$ cat src/sv/pcmmix_pkg.sv
// Shared types and constants of the PCM mixer core.
// Holds the request codes, the sequencer states and the pitch step table.
// No dependencies.
package pcmmix_pkg;

  // Width of one pitch step in 2.16 form, integer part up to 3
  localparam int STEP_W = 18;

  // Reciprocal of 127 for the sample scaling, exact for products below 2^15
  localparam logic [23:0] RECIP_127 = 24'd8454661;
  localparam int RECIP_SHIFT = 22;

  // First handle given out after the counter wraps
  localparam logic [15:0] HANDLE_FIRST = 16'd100;

  // Saturation limits of the mixed output
  localparam logic signed [15:0] SAT_MAX = 16'sh7fff;
  localparam logic signed [15:0] SAT_MIN = -16'sh8000;

  typedef enum logic [2:0] {
    OP_LOAD   = 3'd0,
    OP_START  = 3'd1,
    OP_STOP   = 3'd2,
    OP_UPDATE = 3'd3,
    OP_QUERY  = 3'd4,
    OP_MIX    = 3'd5
  } op_t;

  typedef enum logic [3:0] {
    ST_IDLE,
    ST_LOAD,
    ST_SCAN_RD,
    ST_SCAN_EV,
    ST_SCAN_END,
    ST_GAIN_SQ,
    ST_GAIN_MUL,
    ST_WRITE,
    ST_MIX_RD,
    ST_MIX_SRD,
    ST_MIX_MUL,
    ST_MIX_DIV,
    ST_MIX_ACC,
    ST_DONE
  } state_t;

  typedef logic [255:0][STEP_W-1:0] step_rom_t;

  // Truncating Q62 product
  function automatic logic [63:0] q62_mul(input logic [63:0] a, input logic [63:0] b);
    logic [127:0] p;
    p = {64'd0, a} * {64'd0, b};
    return p[125:62];
  endfunction

  // Entry p is 65536 * 2^((p-128)/64), built from a bisected 2^(1/64)
  function automatic step_rom_t build_step_rom();
    step_rom_t rom;
    logic [63:0] lo;
    logic [63:0] hi;
    logic [63:0] mid;
    logic [63:0] p;
    logic [63:0] cur;
    logic [63:0] sh;
    int idx;
    lo = 64'd1 << 62;
    hi = lo + (lo >> 6);
    while (hi - lo > 64'd1) begin
      mid = lo + ((hi - lo) >> 1);
      p = mid;
      for (int k = 0; k < 6; k++) begin
        p = q62_mul(p, p);
      end
      if (p <= (64'd2 << 62)) begin
        lo = mid;
      end else begin
        hi = mid;
      end
    end
    cur = 64'd1 << 62;
    for (int r = 0; r < 64; r++) begin
      for (int q = -2; q <= 1; q++) begin
        idx = 64 * q + r + 128;
        sh = cur >> (46 - q);
        rom[idx] = sh[STEP_W-1:0];
      end
      cur = q62_mul(cur, lo);
    end
    return rom;
  endfunction

  localparam step_rom_t STEP_ROM = build_step_rom();

endpackage

$ cat src/sv/pcmmix_scale.sv
// Two-stage sample scaler: gain * (sample - 128) * 256 / 127, toward zero.
// Left and right share the sample. Uses pcmmix_pkg for the reciprocal.
module pcmmix_scale (
  input  logic               clk,
  input  logic [6:0]         gain_l,
  input  logic [6:0]         gain_r,
  input  logic [7:0]         smp,
  output logic signed [16:0] term_l,
  output logic signed [16:0] term_r
);
  import pcmmix_pkg::*;

  logic        neg1;
  logic [14:0] mag_l;
  logic [14:0] mag_r;
  logic        neg2;
  logic [15:0] quo_l;
  logic [15:0] quo_r;
  logic [7:0]  amp;
  logic [38:0] prod_l;
  logic [38:0] prod_r;

  // Take the distance from silence
  always_comb begin
    amp = (smp < 8'd128) ? (8'd128 - smp) : (smp - 8'd128);
  end

  // Stage one: gain times magnitude
  always_ff @(posedge clk) begin
    neg1  <= (smp < 8'd128);
    mag_l <= 15'(gain_l * amp);
    mag_r <= 15'(gain_r * amp);
  end

  // Stage two: divide by 127 through the reciprocal
  always_comb begin
    prod_l = 39'(mag_l) * 39'(RECIP_127);
    prod_r = 39'(mag_r) * 39'(RECIP_127);
  end

  always_ff @(posedge clk) begin
    neg2  <= neg1;
    quo_l <= prod_l[RECIP_SHIFT+15:RECIP_SHIFT];
    quo_r <= prod_r[RECIP_SHIFT+15:RECIP_SHIFT];
  end

  // Restore the sign
  assign term_l = neg2 ? -$signed({1'b0, quo_l}) : $signed({1'b0, quo_l});
  assign term_r = neg2 ? -$signed({1'b0, quo_r}) : $signed({1'b0, quo_r});

endmodule

$ cat config.mk
export PLATFORM = sky130hd
export DESIGN_NAME = pcmmix_scale
export DESIGN_NICKNAME = d
export VERILOG_FILES = /design/src/sv/pcmmix_pkg.sv /design/src/sv/pcmmix_scale.sv
export SDC_FILE = /design/constraint.sdc
export NUM_CORES = 1
export LEC_CHECK = 0
export BUFFER_PORTS_ARGS = -buffer_cell sky130_fd_sc_hd__buf_4
export CORE_UTILIZATION = 50
export CTS_CLUSTER_DIAMETER = 120
export DETAILED_ROUTE_END_ITERATION = 10
export GPL_TIMING_DRIVEN = 1
export PLACE_DENSITY = 0.64
export SLEW_MARGIN = 20
export SYNTH_ARGS = -nofsm -noshare
export SYNTH_HDL_FRONTEND = slang
export SYNTH_SLANG_ARGS = --single-unit
$ cat constraint.sdc
create_clock -name clk -period 5.91 [get_ports clk]
set_input_delay 0.2955 -clock clk [delete_from_list [all_inputs] [get_ports clk]]
set_output_delay 0.2955 -clock clk [all_outputs]
set_load 0.02 [all_outputs]
==> flow_summary.toml <==
[run_status]
status = "finished, final reports clean"

[placed_design]
port_buffers = 56
dpl_worst_slack_ns = 0.3863
gp_congestion = 0.8483
dp_hpwl_um = 16560

[cts]
cts.clk_slew.worst_paths_ns = 0.05
insertion_delay_ns = 0.33
ctsHoldBuffers = 0
h-tree-depth = 3
cts_buffers = 9
cts_tree = "built"
cts_resized = 0
cts_setup_buffers = 0
clock-sinks = 64
root_buffer = "clkbuf_16"
clockBufferDepth = 2

[final_layout]
fillCellCount = 1810
fin_nets = 1528
fin_util = 0.5628
drive_gt1_frac = 0.07143
diodes = 0
area_growth_pct = 9.684

[timing]
slew_violations = 0
fmax_mhz = 193.0
fin_setup_tns_ns = 0
setup_slack_ns = 0.7284
finalClockSkew_ns = 0.01067
setup_viol = 0
rsz0062_at_grt = "false"
worst_slew_pin_slew_ns = 1.026
finalHoldViolations = 0
fin_hold_ws_ns = 0.2167
timing.final.crit_share = 0.8768
relSlewSlack = 0.3150
min_period_ns = 5.182

[worst_hold_path]
hp-class = "in2reg"

[drt]
dr.first_iter.drc_count = 229
first_pass_iters = 4
final_antenna_net_count = 0
wl_met3_um = 538
routed-wl-met2_um = 8142
vias_per_cell = 5.172
drc = 0
routed.top_layer = "met4"
routedWlPerCell_um = 13.26
met1Wirelength_um = 10120
wl_um = 18930
dr_total_vias = 7381

[floorplan]
row_count = 51
initial_utilization = 0.5131
coreArea_mm2 = 0.01959
io_pins = 57
die_h_um = 143.8
dieArea_mm2 = 0.02068
die_w_um = 143.8

[grt]
grtUsageTotal = 0.2001
grt_antenna_before_repair = 0
grt_pass1_wl_um = 32870
grt_pass1_vias = 7026
gr-total-overflow = 0
grt_max_degree = 35

[critical_path]
endpoint_kind = "register"
crit_arrival_ns = 5.40
cp_max_fo = 17
setup.worst_path.start_class = "input port"
cp.required_ns = 6.13
critPathKind = "in2reg"

[synthesis]
synth_area_leaders = "ha_1 (33%), fa_1 (16%), dfxtp_1 (13%)"
ys.warnings.count = 0
synth_edf_count = 0
ys_seq_area_frac = 0.1275
syn_area_per_cell_um2 = 9.097
synth_top_area_cell = "ha_1"
synthCells = 1105
synth.distinct_cells = 47
synthArstFlopShare = 0
yosys_most_used_dff = "dfxtp_1"
synth_area_mm2 = 0.01005
synthTopCellsByCount = "ha_1 (265), inv_1 (154), nand2_1 (86), fa_1 (80), dfxtp_1 (64)"
yosysMostFrequentCell = "ha_1"
yosys.area.top_type_share = 0.3298
syn_nets = 1473
synth-seq-cells = 64

[flow_run]
cap_violations = 0
routing by layer:
layer / up-vias / global-route usage
met5: - / 0
met4: 0 / 0.03583
met3: 8 / 0.01999
met2: 100 / 0.3183
met1: 3413 / 0.2940
li1: 3860 / -
kinds of logic (layout without fill, tap and decap cells):
| group | Yosys count | count (layout) | synth area share |
|---|---|---|---|
| compound gates | 158 | 158 | 0.1027 |
| mux | 1 | 1 | 0.001120 |
| fa+ha+maj | 345 | 345 | 0.4892 |
| simple gates | 278 | 278 | 0.1392 |
| buf+inv | 173 | 230 | 0.06547 |
| flops | 64 | 64 | 0.1275 |
| xor+xnor | 86 | 86 | 0.07493 |
cell type report:
cell class / instances / area, um2 / share of cell area
tap: 265 / 331.6 / 0.03007
inverter: 154 / 578.1 / 0.05243
clock inverter: 2 / 10.01 / 0.0009079
clock buffer: 11 / 232.7 / 0.02111
multi-input combinational: 868 / 8119 / 0.7364
timing repair buffer: 63 / 473.0 / 0.04290
sequential: 64 / 1281 / 0.1162
final timing paths:
check,end,depth (start not counted),startpoint,slack [ns]
setup / recovery,mag_l[14]$_DFF_P_,19,smp[0],0.73
hold / removal,neg1$_DFF_P_,2,smp[7],0.22
setup reg to reg,quo_l[14]$_DFF_P_,17,mag_l[12]$_DFF_P_,1.28
hold reg to reg,neg2$_DFF_P_,0,neg1$_DFF_P_,0.33
cells in the final DEF (no fill, tap or decap), types with 14 or more instances in the layout:
cell type | Yosys | layout
nor2_1 | 39 | 39
and2_1 | 50 | 50
nor3_1 | 14 | 14
inv_1 | 154 | 154
o21ai_0 | 28 | 28
buf_4 | 2 | 63
a21oi_1 | 53 | 53
nand2b_1 | 18 | 18
ha_1 | 265 | 265
dfxtp_1 | 64 | 64
fa_1 | 80 | 80
nor2b_1 | 26 | 26
xor2_1 | 24 | 24
nand2_1 | 86 | 86
nand3_1 | 17 | 17
xnor2_1 | 62 | 62
state kept, by name (all words and copies together), names as in the netlist:
name / cells
mag_l: 15
mag_r: 15
neg1: 1
neg2: 1
quo_l: 16
quo_r: 16
metrics by stage:
step	area [um2]	cells
after floorplan	10050	1105
after global placement	10780	1414
after global routing	11030	1427
after detailed placement	10780	1414
after CTS	11030	1427
final	11030	1427
worst max-delay path, stage by stage:
cell and delay [ns]:
buf_4 0.18, inv_1 0.07, ha_1 0.28, mux2_2 0.38
and2_1 0.22, fa_1 0.51, fa_1 0.52, fa_1 0.55
inv_1 0.05, fa_1 0.52, inv_1 0.04, ha_1 0.34
or3_1 0.37, o21ai_0 0.08, a21oi_1 0.08, and4_1 0.22
a2111oi_2 0.41, a21oi_1 0.13, xnor2_1 0.14
Power is left out: the tool's default activity adds up to more than one toggle a clock period on the data nets, which glitch-free logic cannot reach.
